===== config.mk =====
export PLATFORM = sky130hd
export DESIGN_NAME = sprite_blit_colour_key_clip
export DESIGN_NICKNAME = d
export VERILOG_FILES = /design/src/rtl/core/sbck_pkg.sv /design/src/rtl/core/sbck_front.sv /design/src/rtl/core/sbck_queue.sv /design/src/rtl/core/sbck_back.sv /design/src/rtl/core/sprite_blit_colour_key_clip.sv
export SDC_FILE = /design/constraint.sdc
export NUM_CORES = 1
export LEC_CHECK = 0
export ABC_CLOCK_PERIOD_IN_PS = 7150
export BUFFER_PORTS_ARGS = -buffer_cell sky130_fd_sc_hd__buf_2
export CORE_ASPECT_RATIO = 2
export CORE_MARGIN = 2
export CORE_UTILIZATION = 30
export DETAILED_ROUTE_END_ITERATION = 12
export HOLD_SLACK_MARGIN = 0.05
export MAX_ROUTING_LAYER = met4
export REMOVE_ABC_BUFFERS = 1
export SLEW_MARGIN = 20
export SYNTH_ARGS = -nofsm -noshare
export SYNTH_HDL_FRONTEND = slang
export SYNTH_SLANG_ARGS = --single-unit

===== constraint.sdc =====
create_clock -name clock -period 7.15 [get_ports clock]
set_input_delay 0.3575 -clock clock [delete_from_list [all_inputs] [get_ports clock]]
set_output_delay 0.3575 -clock clock [all_outputs]
set_load 0.01 [all_outputs]

===== src/rtl/core/sbck_pkg.sv =====
// Shared types, constants and helpers for the colour-keyed sprite blitter.
// No dependencies; used by every module under rtl/core but sbck_checker.
package sbck_pkg;

   localparam int MAX_SPRITE_DIM = 1024;
   localparam int MAX_SCREEN_DIM = 2048;
   localparam logic [15:0] KEY_COLOUR = 16'd63519;

   localparam int DIM_W   = 12;     // holds every clamped dimension
   localparam int CNT_W   = 10;     // column / row counters
   localparam int POS_W   = 14;     // signed screen coordinates with headroom
   localparam int COORD_W = 11;     // on-screen coordinate, below MAX_SCREEN_DIM
   localparam int DEST_W  = 22;
   localparam int PIX_W   = 16;
   localparam int QDEPTH  = 4;
   localparam int QPTR_W  = $clog2(QDEPTH);
   localparam int QCNT_W  = $clog2(QDEPTH + 1);

   // register indexes
   localparam logic [2:0] REG_SPRITE_WIDTH  = 3'd0;
   localparam logic [2:0] REG_SPRITE_HEIGHT = 3'd1;
   localparam logic [2:0] REG_POS_X         = 3'd2;
   localparam logic [2:0] REG_POS_Y         = 3'd3;
   localparam logic [2:0] REG_ALIGNMENT     = 3'd4;
   localparam logic [2:0] REG_OPERATION     = 3'd5;
   localparam logic [2:0] REG_SCREEN_WIDTH  = 3'd6;
   localparam logic [2:0] REG_SCREEN_HEIGHT = 3'd7;

   localparam logic [1:0] ALIGN_LEFT   = 2'd0;
   localparam logic [1:0] ALIGN_CENTRE = 2'd1;
   localparam logic [1:0] ALIGN_END    = 2'd2;

   localparam logic [1:0] OP_KEY_DISPLAY = 2'd0;
   localparam logic [1:0] OP_KEY_BACK    = 2'd1;
   localparam logic [1:0] OP_OPAQUE      = 2'd2;
   localparam logic [1:0] OP_COLLIDE     = 2'd3;

   localparam logic [1:0] BUF_THIRD = 2'd2;

   typedef struct packed {
      logic [10:0]       sprite_width;
      logic [10:0]       sprite_height;
      logic signed [11:0] pos_x;
      logic signed [11:0] pos_y;
      logic [1:0]        alignment;
      logic [1:0]        operation;
      logic [11:0]       screen_width;
      logic [11:0]       screen_height;
   } cfg_type;

   // one classified pixel, front to back
   typedef struct packed {
      logic               visible;
      logic [COORD_W-1:0] row;
      logic [COORD_W-1:0] col;
      logic               write_enable;
      logic [1:0]         buffer_id;
      logic [PIX_W-1:0]   pixel;
      logic               hit;        // collision candidate
      logic               first;      // first pixel of a sprite
      logic               off_screen;
      logic               last;
   } entry_type;

   // 0 counts as 1, anything above limit saturates
   function automatic logic [DIM_W-1:0] clamp_dim(input logic [DIM_W-1:0] v,
                                                  input logic [DIM_W-1:0] limit);
      logic [DIM_W-1:0] r;
      if (v == '0)
         r = DIM_W'(1);
      else if (v > limit)
         r = limit;
      else
         r = v;
      return r;
   endfunction

endpackage


===== src/rtl/core/sbck_front.sv =====
// Front end: pixel counters, alignment, clipping and key classification.
// Depends on sbck_pkg; feeds sbck_queue.
module sbck_front (
   input  logic                clock,
   input  logic                reset,
   input  sbck_pkg::cfg_type   cfg,
   input  logic                accept,
   input  logic [15:0]         sprite_pixel,
   input  logic [15:0]         background_pixel,
   output sbck_pkg::entry_type entry
);

   logic [sbck_pkg::CNT_W-1:0] col_cnt_ff, col_cnt_in;
   logic [sbck_pkg::CNT_W-1:0] row_cnt_ff, row_cnt_in;

   logic [sbck_pkg::DIM_W-1:0] w, h, sw, sh, shift;
   logic signed [sbck_pkg::POS_W-1:0] x, y, ws, hs, sws, shs, col, row;
   logic visible, off, spr_opaque, bg_opaque, col_wrap, row_wrap, last;

   always_comb begin
      w  = sbck_pkg::clamp_dim({1'b0, cfg.sprite_width},
                               sbck_pkg::DIM_W'(sbck_pkg::MAX_SPRITE_DIM));
      h  = sbck_pkg::clamp_dim({1'b0, cfg.sprite_height},
                               sbck_pkg::DIM_W'(sbck_pkg::MAX_SPRITE_DIM));
      sw = sbck_pkg::clamp_dim(cfg.screen_width,
                               sbck_pkg::DIM_W'(sbck_pkg::MAX_SCREEN_DIM));
      sh = sbck_pkg::clamp_dim(cfg.screen_height,
                               sbck_pkg::DIM_W'(sbck_pkg::MAX_SCREEN_DIM));

      ws  = $signed({2'b00, w});
      hs  = $signed({2'b00, h});
      sws = $signed({2'b00, sw});
      shs = $signed({2'b00, sh});

      // collision mode ignores alignment
      shift = '0;
      if (cfg.operation != sbck_pkg::OP_COLLIDE) begin
         if (cfg.alignment == sbck_pkg::ALIGN_CENTRE)
            shift = w >> 1;
         else if (cfg.alignment == sbck_pkg::ALIGN_END)
            shift = w;
      end

      x = sbck_pkg::POS_W'(cfg.pos_x) - $signed({2'b00, shift});
      y = sbck_pkg::POS_W'(cfg.pos_y);

      off = (x + ws <= 0) || (x >= sws) || (y + hs <= 0) || (y >= shs);

      // stream rows run bottom-up
      col = x + $signed({4'b0000, col_cnt_ff});
      row = y + hs - sbck_pkg::POS_W'(1) - $signed({4'b0000, row_cnt_ff});
      visible = !col[sbck_pkg::POS_W-1] && (col < sws) &&
                !row[sbck_pkg::POS_W-1] && (row < shs);

      spr_opaque = sprite_pixel != sbck_pkg::KEY_COLOUR;
      bg_opaque  = background_pixel != sbck_pkg::KEY_COLOUR;

      col_wrap = {2'b00, col_cnt_ff} >= (w - sbck_pkg::DIM_W'(1));
      row_wrap = {2'b00, row_cnt_ff} >= (h - sbck_pkg::DIM_W'(1));
      last     = col_wrap && row_wrap;

      col_cnt_in = col_cnt_ff;
      row_cnt_in = row_cnt_ff;
      if (col_wrap) begin
         col_cnt_in = '0;
         row_cnt_in = row_wrap ? '0 : row_cnt_ff + sbck_pkg::CNT_W'(1);
      end else begin
         col_cnt_in = col_cnt_ff + sbck_pkg::CNT_W'(1);
      end

      entry.visible    = visible;
      entry.row        = row[sbck_pkg::COORD_W-1:0];
      entry.col        = col[sbck_pkg::COORD_W-1:0];
      entry.pixel      = sprite_pixel;
      entry.first      = (col_cnt_ff == '0) && (row_cnt_ff == '0);
      entry.off_screen = off;
      entry.last       = last;
      entry.hit        = 1'b0;
      case (cfg.operation)
         sbck_pkg::OP_COLLIDE: begin
            entry.write_enable = 1'b0;
            entry.hit          = visible && spr_opaque && bg_opaque;
         end
         sbck_pkg::OP_OPAQUE: entry.write_enable = visible;
         default:             entry.write_enable = visible && spr_opaque;
      endcase
      entry.buffer_id = (cfg.operation >= sbck_pkg::OP_OPAQUE) ? sbck_pkg::BUF_THIRD
                                                               : cfg.operation;
   end

   always_ff @(posedge clock) begin
      if (reset) begin
         col_cnt_ff <= '0;
         row_cnt_ff <= '0;
      end else if (accept) begin
         col_cnt_ff <= col_cnt_in;
         row_cnt_ff <= row_cnt_in;
      end
   end

endmodule


===== src/rtl/core/sbck_queue.sv =====
// Short FIFO of classified pixels between front end and back end.
// Depends on sbck_pkg.
module sbck_queue (
   input  logic                clock,
   input  logic                reset,
   input  logic                push,
   input  sbck_pkg::entry_type push_data,
   output logic                full,
   input  logic                pop,
   output logic                empty,
   output sbck_pkg::entry_type head
);

   sbck_pkg::entry_type store_ff [sbck_pkg::QDEPTH];
   logic [sbck_pkg::QPTR_W-1:0] wr_ptr_ff, rd_ptr_ff;
   logic [sbck_pkg::QCNT_W-1:0] count_ff, count_in;

   assign full  = count_ff == sbck_pkg::QCNT_W'(sbck_pkg::QDEPTH);
   assign empty = count_ff == '0;
   assign head  = store_ff[rd_ptr_ff];

   always_comb begin
      count_in = count_ff;
      if (push && !pop)
         count_in = count_ff + sbck_pkg::QCNT_W'(1);
      else if (pop && !push)
         count_in = count_ff - sbck_pkg::QCNT_W'(1);
   end

   always_ff @(posedge clock) begin
      if (push)
         store_ff[wr_ptr_ff] <= push_data;
   end

   always_ff @(posedge clock) begin
      if (reset) begin
         wr_ptr_ff <= '0;
         rd_ptr_ff <= '0;
         count_ff  <= '0;
      end else begin
         if (push)
            wr_ptr_ff <= wr_ptr_ff + sbck_pkg::QPTR_W'(1);
         if (pop)
            rd_ptr_ff <= rd_ptr_ff + sbck_pkg::QPTR_W'(1);
         count_ff <= count_in;
      end
   end

endmodule


===== src/rtl/core/sbck_back.sv =====
// Back end: frame index multiply, sticky hit flag and the result register.
// Depends on sbck_pkg; drains sbck_queue.
module sbck_back (
   input  logic                        clock,
   input  logic                        reset,
   input  logic [11:0]                 screen_width,
   input  logic                        q_empty,
   input  sbck_pkg::entry_type         q_head,
   output logic                        q_pop,
   output logic                        rsp_tvalid,
   input  logic                        rsp_tready,
   output logic [47:0]                 rsp_tdata,
   output logic [1:0]                  rsp_tuser,
   output logic                        rsp_tlast
);

   logic [sbck_pkg::DIM_W-1:0] sw;
   logic [sbck_pkg::DEST_W:0]  prod;
   logic [sbck_pkg::DEST_W-1:0] dest_in;
   logic hit_ff, hit_in;

   logic        valid_ff;
   logic        we_ff, off_ff, last_ff;
   logic [1:0]  buf_ff;
   logic [sbck_pkg::DEST_W-1:0] dest_ff;
   logic [sbck_pkg::PIX_W-1:0]  pix_ff;

   assign q_pop = !q_empty && (!valid_ff || rsp_tready);

   always_comb begin
      sw   = sbck_pkg::clamp_dim(screen_width, sbck_pkg::DIM_W'(sbck_pkg::MAX_SCREEN_DIM));
      prod = (sbck_pkg::DEST_W+1)'(q_head.row * sw) +
             (sbck_pkg::DEST_W+1)'(q_head.col);
      dest_in = q_head.visible ? prod[sbck_pkg::DEST_W-1:0] : '0;
      // flag restarts with each sprite
      hit_in = (q_head.first ? 1'b0 : hit_ff) | q_head.hit;
   end

   always_ff @(posedge clock) begin
      if (reset) begin
         valid_ff <= 1'b0;
         hit_ff   <= 1'b0;
      end else begin
         if (q_pop) begin
            valid_ff <= 1'b1;
            hit_ff   <= hit_in;
         end else if (rsp_tready) begin
            valid_ff <= 1'b0;
         end
      end
   end

   always_ff @(posedge clock) begin
      if (q_pop) begin
         we_ff   <= q_head.write_enable;
         buf_ff  <= q_head.buffer_id;
         dest_ff <= dest_in;
         pix_ff  <= q_head.pixel;
         off_ff  <= q_head.off_screen;
         last_ff <= q_head.last;
      end
   end

   assign rsp_tvalid = valid_ff;
   assign rsp_tdata  = {7'd0, off_ff, hit_ff, pix_ff, dest_ff, we_ff};
   assign rsp_tuser  = buf_ff;
   assign rsp_tlast  = last_ff;

endmodule


===== src/rtl/core/sprite_blit_colour_key_clip.sv =====
// Top level of the colour-keyed sprite blitter: register file, front end,
// queue and back end. Depends on sbck_pkg, sbck_front, sbck_queue, sbck_back.
//
//   channel | dir | handshake             | payload
//   req     | in  | req_tvalid/req_tready | tdata: sprite_pixel, background_pixel
//   rsp     | out | rsp_tvalid/rsp_tready | tdata, tuser = buffer_id, tlast = last
//   csr     | in  | csr_we                | csr_index, csr_wdata
//
// One pixel per clock sustained while rsp_tready is high; each request is written
// to the queue, then goes through the index multiply into the result register.
// Synchronous reset clears counters, hit flag and queue; sets register defaults.
// The four-entry queue keeps taking pixels while the result is stalled,
// and drops req_tready only once it is full.
module sprite_blit_colour_key_clip (
   input  logic        clock,
   input  logic        reset,
   input  logic        req_tvalid,
   output logic        req_tready,
   input  logic [31:0] req_tdata,   // [15:0] sprite_pixel, [31:16] background_pixel
   output logic        rsp_tvalid,
   input  logic        rsp_tready,
   output logic [47:0] rsp_tdata,   // [0] write_enable, [22:1] dest_index,
                                    // [38:23] pixel_out, [39] collision,
                                    // [40] off_screen, [47:41] zero
   output logic [1:0]  rsp_tuser,   // [1:0] buffer_id
   output logic        rsp_tlast,
   input  logic        csr_we,
   input  logic [2:0]  csr_index,
   input  logic [11:0] csr_wdata
);

   sbck_pkg::cfg_type   cfg_ff;
   sbck_pkg::entry_type fe_entry, q_head;
   logic q_full, q_empty, q_pop, accept;

   always_ff @(posedge clock) begin
      if (reset) begin
         cfg_ff.sprite_width  <= 11'd1;
         cfg_ff.sprite_height <= 11'd1;
         cfg_ff.pos_x         <= '0;
         cfg_ff.pos_y         <= '0;
         cfg_ff.alignment     <= sbck_pkg::ALIGN_LEFT;
         cfg_ff.operation     <= sbck_pkg::OP_KEY_DISPLAY;
         cfg_ff.screen_width  <= 12'd1024;
         cfg_ff.screen_height <= 12'd768;
      end else if (csr_we) begin
         case (csr_index)
            sbck_pkg::REG_SPRITE_WIDTH:  cfg_ff.sprite_width  <= csr_wdata[10:0];
            sbck_pkg::REG_SPRITE_HEIGHT: cfg_ff.sprite_height <= csr_wdata[10:0];
            sbck_pkg::REG_POS_X:         cfg_ff.pos_x         <= $signed(csr_wdata);
            sbck_pkg::REG_POS_Y:         cfg_ff.pos_y         <= $signed(csr_wdata);
            sbck_pkg::REG_ALIGNMENT:     cfg_ff.alignment     <= csr_wdata[1:0];
            sbck_pkg::REG_OPERATION:     cfg_ff.operation     <= csr_wdata[1:0];
            sbck_pkg::REG_SCREEN_WIDTH:  cfg_ff.screen_width  <= csr_wdata;
            sbck_pkg::REG_SCREEN_HEIGHT: cfg_ff.screen_height <= csr_wdata;
            default: ;
         endcase
      end
   end

   assign req_tready = !q_full;
   assign accept     = req_tvalid && !q_full;

   sbck_front u_front (
      .clock            (clock),
      .reset            (reset),
      .cfg              (cfg_ff),
      .accept           (accept),
      .sprite_pixel     (req_tdata[15:0]),
      .background_pixel (req_tdata[31:16]),
      .entry            (fe_entry)
   );

   sbck_queue u_queue (
      .clock     (clock),
      .reset     (reset),
      .push      (accept),
      .push_data (fe_entry),
      .full      (q_full),
      .pop       (q_pop),
      .empty     (q_empty),
      .head      (q_head)
   );

   sbck_back u_back (
      .clock        (clock),
      .reset        (reset),
      .screen_width (cfg_ff.screen_width),
      .q_empty      (q_empty),
      .q_head       (q_head),
      .q_pop        (q_pop),
      .rsp_tvalid   (rsp_tvalid),
      .rsp_tready   (rsp_tready),
      .rsp_tdata    (rsp_tdata),
      .rsp_tuser    (rsp_tuser),
      .rsp_tlast    (rsp_tlast)
   );

endmodule


After elaboration in Yosys (flattened, before gate mapping):

Memory sizes are Yosys's and may differ from the RTL's. A register that Yosys moved wholly into a read port is not among the register bits.
Index checks and enable logic that the tools add are counted.

* add/sub/neg operators: 16
* $mul: 1
* div/mod/pow operators: 0
* $lt $le $gt $ge: 13
* equal/unequal tests: 15
* shift operators: 0
* mux-type cells: 25
* bitwise gates (word level): 1
* reductions and logical operators: 41

Operators with widths (number)
* 12-bit two-way mux: 8
* 32-bit by 1-bit less-or-equal comparator with 1-bit output, second input constant: 2
* 11-bit two-way mux: 3
* 16-bit inequality test, second input constant: 2
* 12-bit by 13-bit adder with 14-bit output: 2
* 14-bit by 13-bit less-than comparator with 1-bit output: 2
* 10-bit by 12-bit >= comparator with 1-bit output: 2
* 12-bit greater-than comparator, second input constant: 2
* 12-bit logical NOT: 2
* 12-bit by 1-bit subtractor with 12-bit output, second input constant: 2
* 22-bit by 11-bit adder with 22-bit output: 1
* 11-bit greater-than comparator, second input constant: 2
* 11-bit logical NOT: 2
* 11-bit by 12-bit multiplier with 22-bit output: 1
* 10-bit by 1-bit adder with 10-bit output, second input constant: 2
* 10-bit logical NOT: 2
* 10-bit two-way mux: 2
* 2-bit AND reduction: 9
* 14-bit by 12-bit adder with 15-bit output: 1
* 3-bit equality test, second input constant: 5
* 14-bit by 11-bit adder with 14-bit output: 1
* 14-bit by 13-bit >= comparator with 1-bit output: 1
* 12-bit by 13-bit subtractor with 14-bit output: 1
* 14-bit by 11-bit subtractor with 14-bit output: 1
* other kinds (21): 54

* register bits: 146
* latch bits: 0
* RAM bits: 184
* ROM bits: 0
* input bits: 52
* output and inout bits: 53
* logic and storage cells: 134
* memories kept: 1

Memory list
* u_queue.store_ff: depth 4, bits a word 46, read ports 1, clocked after Yosys merged registers in 1, wr ports 1, RTL line sbck_queue.sv:14 `sbck_pkg::entry_type store_ff [sbck_pkg::QDEPTH];`

Longest topological paths before layout:

Gate-level depths: netlist of run 1.

* depth in word-level cells: 15
* depth in mapped cells: 27
* mapped depth without buffers: 27

Hierarchy:

Synthesis of run 1 repeated with hierarchy kept, for this count alone.

* cell total of the unflattened synthesis: 2056
* area, all modules: 22620.4 µm²

By module, submodules not included
* sbck_queue: instances 1, cells an instance 284, area each 7129.3 µm², seq. area each 5705.5 µm²
* sbck_back: instances 1, cells an instance 655, area each 6328.6 µm², seq. area each 1331.3 µm²
* sbck_front: instances 1, cells an instance 846, area each 6183.4 µm², seq. area each 400.4 µm²
* sprite_blit_colour_key_clip: instances 1, cells an instance 271, area each 2979.1 µm², seq. area each 1481.4 µm²

Worst setup path before layout of run 1:

OpenSTA, ideal clock, no wires.

* path type: reg2reg
* from: reg (tool-made name)
* to: reg u_back.dest_ff[18] (netlist bit), data pin
* library setup time: 0.255 ns
* arrival: 5.931 ns
* data required time: 6.895 ns
* path slack: 0.964 ns
* stages on the path, launching flop included: 19
* buffers on the path: 2
* period minus slack after synthesis: 6.186 ns
* path through: dfxtp_1 -> clkbuf_1 -> buf_1 -> mux2i_1 -> nand2_1 -> o21ai_1 -> nor2_1 -> fa_1 -> fa_1 -> fa_1 -> fa_1 -> fa_1 -> ha_1 -> and3_1 -> a221oi_1 -> a2bb2oi_1 -> o31ai_1 -> or3_1 -> and3b_1

RTL lines
* end signal, assigned: RTL line sbck_back.sv:57 `dest_ff <= dest_in;`
* end, declared: RTL line sbck_back.sv:25 `logic [sbck_pkg::DEST_W-1:0] dest_ff;`

Final worst setup path of run 1:

* from: reg cfg_ff[23] (netlist name)
* to: reg u_back.dest_ff[19] (netlist bit), data pin

* word-level cells in the longest chain between the ends: 5
* elaborated cells on any way between the ends: 6
* those cells by class: add/sub (1); mul (1); order compare (1); mux (2); reduce/logical (1)

Ends and longest elaborated chain
* 12-bit greater-than comparator: RTL line sbck_pkg.sv:71 `else if (v > limit)`
* 12-bit two-way mux: RTL line sbck_pkg.sv:71
* 12-bit two-way mux *: RTL line sbck_pkg.sv:69 `if (v == '0)`
* 11-bit by 12-bit multiplier with 22-bit output *: RTL line sbck_back.sv:32 `prod = (sbck_pkg::DEST_W+1)'(q_head.row * sw) +`
* 22-bit by 11-bit adder with 22-bit output *: RTL line sbck_back.sv:32

Every way passes the cells marked *; elsewhere a longest branch is shown, timed or not.
A chain may end at the register's enable or synchronous reset.

==> results of run 1 <==
==> synthesized netlist by cell type (24+ instances only) <==
| library cell | number |
|---|---|
| a21oi_1 | 127 |
| and2_1 | 24 |
| clkbuf_1 | 66 |
| dfxtp_1 | 105 |
| edfxtp_1 | 227 |
| fa_1 | 115 |
| ha_1 | 191 |
| inv_1 | 226 |
| mux4_2 | 42 |
| nand2_1 | 319 |
| nand3_1 | 24 |
| nor2_1 | 135 |
| nor2b_1 | 28 |
| nor3_1 | 31 |
| o21ai_0 | 36 |
| xnor2_1 | 58 |
==> worst paths after layout <==
| kind | start | to |
|---|---|---|
| setup / recovery | cfg_ff[23] | u_back.dest_ff[19] |
| setup reg to reg | cfg_ff[23] | u_back.dest_ff[19] |
| hold reg to reg | cfg_ff[50] | cfg_ff[50] |
| hold / removal | csr_wdata[11] | cfg_ff[11] |
==> stage by stage <==
step           TNS (ns)  total power [mW]
6_report              0              6.76
5_1_grt               0              7.18
4_1_cts               0              6.85
3_5_place_dp          0              5.19
3_3_place_gp          0              5.13
2_1_floorplan    -0.260              4.31
==> registers in the layout, indices dropped and copies added, names as in the netlist, named ones only <==
register,count
u_queue.count_ff,3
u_back.rsp_tlast,1
u_queue.store_ff,184
u_back.off_ff,1
u_front.row_cnt_ff,10
u_front.col_cnt_ff,10
u_queue.wr_ptr_ff,2
u_back.pix_ff,16
u_queue.rd_ptr_ff,2
u_back.dest_ff,22
u_back.we_ff,1
u_back.rsp_tuser,2
cfg_ff,74
u_back.rsp_tvalid,1
u_back.hit_ff,1
==> report_power, final <==
group / internal (mW) / switching [mW]
registers: 2.47 / 0.115
clock network: 0.889 / 0.748
logic: 0.980 / 1.56
total: 4.34 / 2.42
==> final cells by class <==
cell class	instances	area share
Tap cell	916	0.0469
Timing Repair Buffer	152	0.0385
Clock buffer	36	0.0316
Sequential cell	332	0.365
Multi-Input combinational cell	1442	0.475
Clock inverter	15	0.00844
Inverter	226	0.0347
Antenna cell	2	0.000205
==> worst min-delay path: cells and delay by family <==
family,cells,cell delay [ns]
buf+inv,1,0.14
simple gates,1,0.06
compound gates,1,0.05
==> per-layer routing <==
metal,vias up,GRT usage,share of wire
li1,7378,-,-
met1,7638,0.147,0.33
met2,399,0.330,0.56
met3,176,0.0158,0.031
met4,0,0.115,0.077
met5,-,-,0
==> logic make-up (layout without fill, tap and decap cells) <==
kind of cell	count (synthesis)	after routing	share of synthesized area
buffers and inverters	309	429	0.0555
xor gates and xnor gates	79	79	0.0319
other	1	9	0.000173
adders and majority gates	306	306	0.216
and+or+nand+nor	675	675	0.143
muxes	58	58	0.0513
AOI/OAI and AO/OA	317	317	0.0906
DFF	332	332	0.411
==> key figures, run 1 <==
Cells and area
  – Core Util, Final: 0.341
  – Reg area: 8920 sq um
  – Commonest non-fill, non-tap cell in the layout: nand2_1
  – Non-Filler Instances: 3121
  – Multi-input gate area: 11600 sq um
  – Syn-to-layout area delta: 12.8%
  – Commonest cells after routing, fill and taps aside: 319 x nand2_1, 227 x edfxtp_1, 226 x inv_1, 191 x ha_1, 135 x nor2_1
  – Finished layout cell area: 24400 sq um
  – Nets: 2540
  – Fill count: 7181
  – Fraction of layout cells with a size suffix above 1: 0.111

Die
  – Row count: 139
  – Die Width: 194 um
  – Initial Util: 0.303
  – Height of the chip: 384 um
  – Core Area: 71700 sq um
  – Top Ports: 105
  – Die area: 74600 sq um

Synthesis
  – Post-synthesis sequential area ratio: 0.411
  – Yosys top cell by area: edfxtp_1
  – Distinct cells, synth: 78
  – Synth warn: 0
  – Yosys reg bits: 332
  – Synth Cell Area: 21700 sq um
  – Share of the synthesized area in the top cell type: 0.314
  – Main area contributors after synthesis: edfxtp_1 31%, ha_1 11%, fa_1 11%
  – Main synth FF type: edfxtp_1
  – FFs w/ async S/R, synth: 0
  – Synth Area per Inst: 10.4 sq um
  – Post-synth EDFFs: 227
  – Post-Synthesis Cells: 2077

STA
  – Clk_skew: 0.0401 ns
  – Final WS setup: 0.565 ns
  – Worst hold slack: 0.0773 ns
  – Hold Fails Final Rpt: 0
  – Fmax: 0.152 GHz
  – Slew Viols, Final: 0
  – Slew HR: 0.265
  – Unrepaired setup endpoints after global routing: false
  – Setup violations, final: 0
  – Worst-margin pin slew: 1.10 ns
  – Tcrit/Tclk final: 0.921
  – Post-layout minimum cycle time: 6.58 ns

Critical path
  – Crit-path slowest cell: nor2b_1
  – Max FO, Critical Path: 20
  – Crit path cell chain: nor2b_1, inv_1, nor2_1, fa_1, fa_1, fa_1, fa_1, fa_1, ha_1, and3_1, a221oi_1, inv_1, a31oi_1, o21ai_0, nor3_1, nor3_1
  – Req. time, crit path: 7.43 ns
  – Critical Path Max Stage Delay: 0.96 ns
  – Nature of the critical path endpoint: register
  – Worst path arrival time: 6.87 ns
  – WP depth: 16
  – R2R depth: 16
  – Worst setup SP type: register
  – Crit-path leading delay family: adder cells
  – Crit path buf inv count: 2
  – FF-to-FF setup slack: 0.57 ns
  – Critical path class: register to register
  – Critical path's most frequent cell: fa_1

GRT
  – Grt total ovfl: 0
  – First-pass GRT wire length: 93300 um
  – Largest net degree at the start of global routing: 80
  – Number of global-route vias before repair: 16364
  – Initial antenna violation count: 1
  – GRT Resource Usage Total: 0.167

Run status
  – Status: finished, final reports clean

Clock network
  – Clock transition at path regs: 0.07 ns
  – Clock Sinks: 332
  – Max Root-Sink Buffers: 3
  – CTS tree: done
  – Cts hold-fix bufs: 17
  – Post-CTS setup buffers: 0
  – Root buffer cell: clkbuf_16
  – Htree depth: 1
  – Worst skew pair latency: 0.61 ns
  – CTS Buf Count: 28
  – CTS resizes: 0

Detailed routing
  – Drt wl/cell: 19.6 um
  – DR vias: 15591
  – DRT Pass-1 Iters: 5
  – Final WL: 61300 um
  – DRC: 0
  – DRT iter0 DRCs: 906
  – Post-DRT Antenna Nets: 0
  – Vias per cell: 5.00

Pwr
  – Max IR drop VDD: 0.185 mV
  – Pleak: 9.94 nW
  – Power density over the cells: 276 nW/um^2

Placement
  – PortBufs: 97
  – Placed Cells incl. Taps: 3051
  – Dpl hpwl: 48400 um
  – Post-place instance area: 23300 sq um
  – RD Place Congestion: 0.924
  – Setup WS pre-CTS: 0.609 ns

Flow run
  – MaxCap Viol Count: 0

Worst hold path
  – Hold WC Path Type: primary input to register
  – Worst hold path depth: 3
Power figures use the tool's default switching activity.
==> run 2, diff against run 1 <==
Settings changed: ABC_AREA set to 1, ABC_CLOCK_PERIOD_IN_PS 7150 to 5700.
Clock period 7.15 ns to 5.7 ns, I/O delays scaled along.
==> key figures, run 2 <==
Run status
  – Status: finished, final reports clean

Pwr
  – Max IR drop VDD: 0.290 mV (+57%)
  – Power density over the cells: 433 nW/um^2 (+57%)
  – Pleak: 11.7 nW (+18%)

Cells and area
  – Non-Filler Instances: 3685 (+18%)
  – Commonest cells after routing, fill and taps aside: 397 x nand2_1, 332 x inv_1, 292 x nor2_1, 227 x edfxtp_1, 178 x ha_1
  – Commonest non-fill, non-tap cell in the layout: nand2_1
  – Biggest regs: u_queue.store_ff: 184 flops, cfg_ff: 74 flops, u_back.dest_ff: 22 flops
  – Max reg flops: 184 (unchanged)
  – Syn-to-layout area delta: 19.1%
  – Diodes inserted: 0 (-2)
  – Nets: 3090 (+22%)
  – Core Util, Final: 0.359 (+0.0183)
  – Fill count: 7480 (+4.2%)
  – Largest Register: u_queue.store_ff
  – Fraction of layout cells with a size suffix above 1: 0.168 (+0.0564)

STA
  – Fmax: 0.179 GHz (+18%)
  – Unrepaired setup endpoints after global routing: true
  – Worst-margin pin slew: 0.829 ns (-0.270 ns)
  – Clk_skew: 0.0329 ns (-0.00715 ns)
  – Hold Fails Final Rpt: 0 (unchanged)
  – Slew Viols, Final: 0 (unchanged)
  – Slew HR: 0.440 (+0.175)
  – Worst hold slack: 0.0828 ns (+0.00548 ns)
  – Final WS setup: 0.116 ns (-0.450 ns)
  – Post-layout minimum cycle time: 5.58 ns (-1.00 ns)
  – Total Neg Setup Slack: 0 ns (unchanged)
  – Setup violations, final: 0 (unchanged)
  – Tcrit/Tclk final: 0.980 (+0.0588)

Critical path
  – Max FO, Critical Path: 5 (-75%)
  – Critical path class: register to register
  – Nature of the critical path endpoint: register
  – FF-to-FF setup slack: 0.12 ns (-0.45 ns)
  – Worst setup SP type: register
  – Worst path arrival time: 6.06 ns (-0.81 ns)
  – Req. time, crit path: 6.18 ns (-1.25 ns)

Synthesis
  – Distinct cells, synth: 58 (-26%)
  – Synth Area per Inst: 8.88 sq um (-15%)
  – Yosys top cell by area: edfxtp_1
  – Synth cell count leaders: 420 x nand2_1, 354 x inv_1, 309 x nor2_1
  – FFs w/ async S/R, synth: 0 (unchanged)
  – Yosys reg bits: 332 (unchanged)
  – Post-synth EDFFs: 227 (unchanged)
  – Post-synthesis sequential area ratio: 0.401 (-0.0108)
  – Share of the synthesized area in the top cell type: 0.306 (-0.00825)
  – Main synth FF type: edfxtp_1
  – Synth Cell Area: 22300 sq um (+2.7%)
  – Synth warn: 0 (unchanged)
  – Main area contributors after synthesis: edfxtp_1 31%, ha_1 11%, fa_1 10%
  – Most frequent cell after synthesis: nand2_1
  – Post-Synthesis Cells: 2506 (+21%)

GRT
  – Number of global-route vias before repair: 18257 (+12%)
  – Largest net degree at the start of global routing: 86 (+7.5%)
  – Initial antenna violation count: 0 (-1)
  – Grt total ovfl: 0 (unchanged)
  – First-pass GRT wire length: 102000 um (+8.9%)
  – GRT Resource Usage Total: 0.180 (+0.0122)

Die
  – Die Width: 197 um (+1.3%)
  – Top Ports: 105 (unchanged)
  – Height of the chip: 389 um (+1.3%)
  – Row count: 141 (+1.4%)
  – Die area: 76500 sq um (+2.7%)
  – Initial Util: 0.302 (-0.000649)
  – Core Area: 73700 sq um (+2.9%)

Placement
  – Placed Cells incl. Taps: 3604 (+18%)
  – PortBufs: 97 (unchanged)
  – Setup WS pre-CTS: -0.218 ns (-0.826 ns)
  – Dpl hpwl: 52700 um (+8.9%)
  – RD Place Congestion: 0.983 (+6.3%)

Clock network
  – Htree depth: 1 (unchanged)
  – Max Root-Sink Buffers: 3 (unchanged)
  – Clock transition at path regs: 0.09 ns (+0.02 ns)
  – CTS tree: done
  – Root buffer cell: clkbuf_16
  – Worst skew pair latency: 0.62 ns (about the same)
  – Clock Sinks: 332 (unchanged)
  – CTS Buf Count: 30 (+7.1%)

Detailed routing
  – DR vias: 17951 (+15%)
  – Drt wl/cell: 18.3 um (-7.1%)
  – Final WL: 67300 um (+9.7%)
  – Post-DRT Antenna Nets: 0 (unchanged)
  – Vias per cell: 4.87 (-2.5%)
  – DRT Pass-1 Iters: 5 (unchanged)
  – DRC: 0 (unchanged)
  – DRT iter0 DRCs: 866 (-4.4%)

Flow run
  – MaxCap Viol Count: 0 (unchanged)

Worst hold path
  – Hold WC Path Type: primary input to register
[run 2: changes by cell type after synthesis, moves of 25 or more]
cell,previous run,this run
a21oi_1,127,166
clkbuf_1,66,41
inv_1,226,354
mux4_2,42,0
nand2_1,319,420
nand3_1,24,71
nor2_1,135,309
nor2b_1,28,0
o21ai_0,36,178
xnor2_1,58,20
[run 2: kinds of logic (layout without fill, tap and decap cells)]
| family | after synthesis | after routing | synth area share |
|---|---|---|---|
| buffers and inverters | 445 | 689 | 0.0775 |
| adder cells (fa/ha/maj) | 306 | 306 | 0.211 |
| XOR/XNOR | 65 | 65 | 0.0256 |
| AO/OA/AOI/OAI | 452 | 452 | 0.114 |
| other | 1 | 7 | 0.000168 |
| flip-flops | 332 | 332 | 0.401 |
| AND/OR/NAND/NOR | 905 | 905 | 0.172 |
[run 2: final timing paths]
check                                     endpoint     startpoint  depth (start not counted)
worst max-delay path            u_back.dest_ff[20]     cfg_ff[17]                         25
worst min-delay path                    cfg_ff[71]   csr_wdata[8]                          3
worst max register to register  u_back.dest_ff[20]     cfg_ff[17]                         25
worst min register to register       u_back.hit_ff  u_back.hit_ff                          2
[run 2: metrics by stage]
stage          cell area, sq um  total power [mW]
3_3_place_gp              24700              8.67
4_1_cts                   25900              10.8
6_report                  26500              11.5
3_5_place_dp              24700              8.73
5_1_grt                   26500              12.4
2_1_floorplan             22000              6.59
[run 2: area by class of cell]
class	instances	area [sq um]	share of cell area
Multi-Input combinational cell	1735	12200	0.459
Sequential cell	332	8920	0.337
Timing Repair Buffer	257	1840	0.0693
Inverter	376	1440	0.0541
Tap cell	929	1160	0.0438
Clock buffer	35	779	0.0294
Clock inverter	21	198	0.00746
[run 2: where the power goes]
part           switching [mW]  leakage, nW  total, mW  internal, mW
combinational            3.76         8.31       6.13          2.38
sequential              0.123         2.96       3.30          3.18
clock                    1.02        0.475       2.04          1.02
[run 2: layer usage]
metal | vias to the layer above | wire, um | global-route usage
met5 | - | 0 | -
met4 | 0 | 5720 | 0.127
met3 | 246 | 2100 | 0.0181
met2 | 414 | 37500 | 0.352
met1 | 8558 | 21900 | 0.156
li1 | 8733 | - | -
[run 2: timing repair]
item,CTS,global route
endpoints found under the setup margin,14,23
resized for setup,6,150
hold buffers,19,0
pin swaps,0,70
buffers inserted,0,6
hold endpoints to repair,69,0
[run 2: critical path, cell delays in order, from the launching register on]
cell,delay [ns]
dfxtp_2,0.33
nor2_1,0.10
nand2_1,0.08
nor4_1,0.28
nor2_1,0.11
inv_2,0.11
buf_12,0.15
nand2_8,0.07
buf_6,0.12
buf_6,0.12
nor2_4,0.11
fa_1,0.43
fa_1,0.55
fa_1,0.43
fa_1,0.47
fa_1,0.51
ha_4,0.32
buf_6,0.10
nand2_2,0.06
nor2_2,0.12
inv_2,0.06
nor4_4,0.29
nand4_1,0.22
nand3_2,0.16
o21ai_2,0.06
a21oi_2,0.11
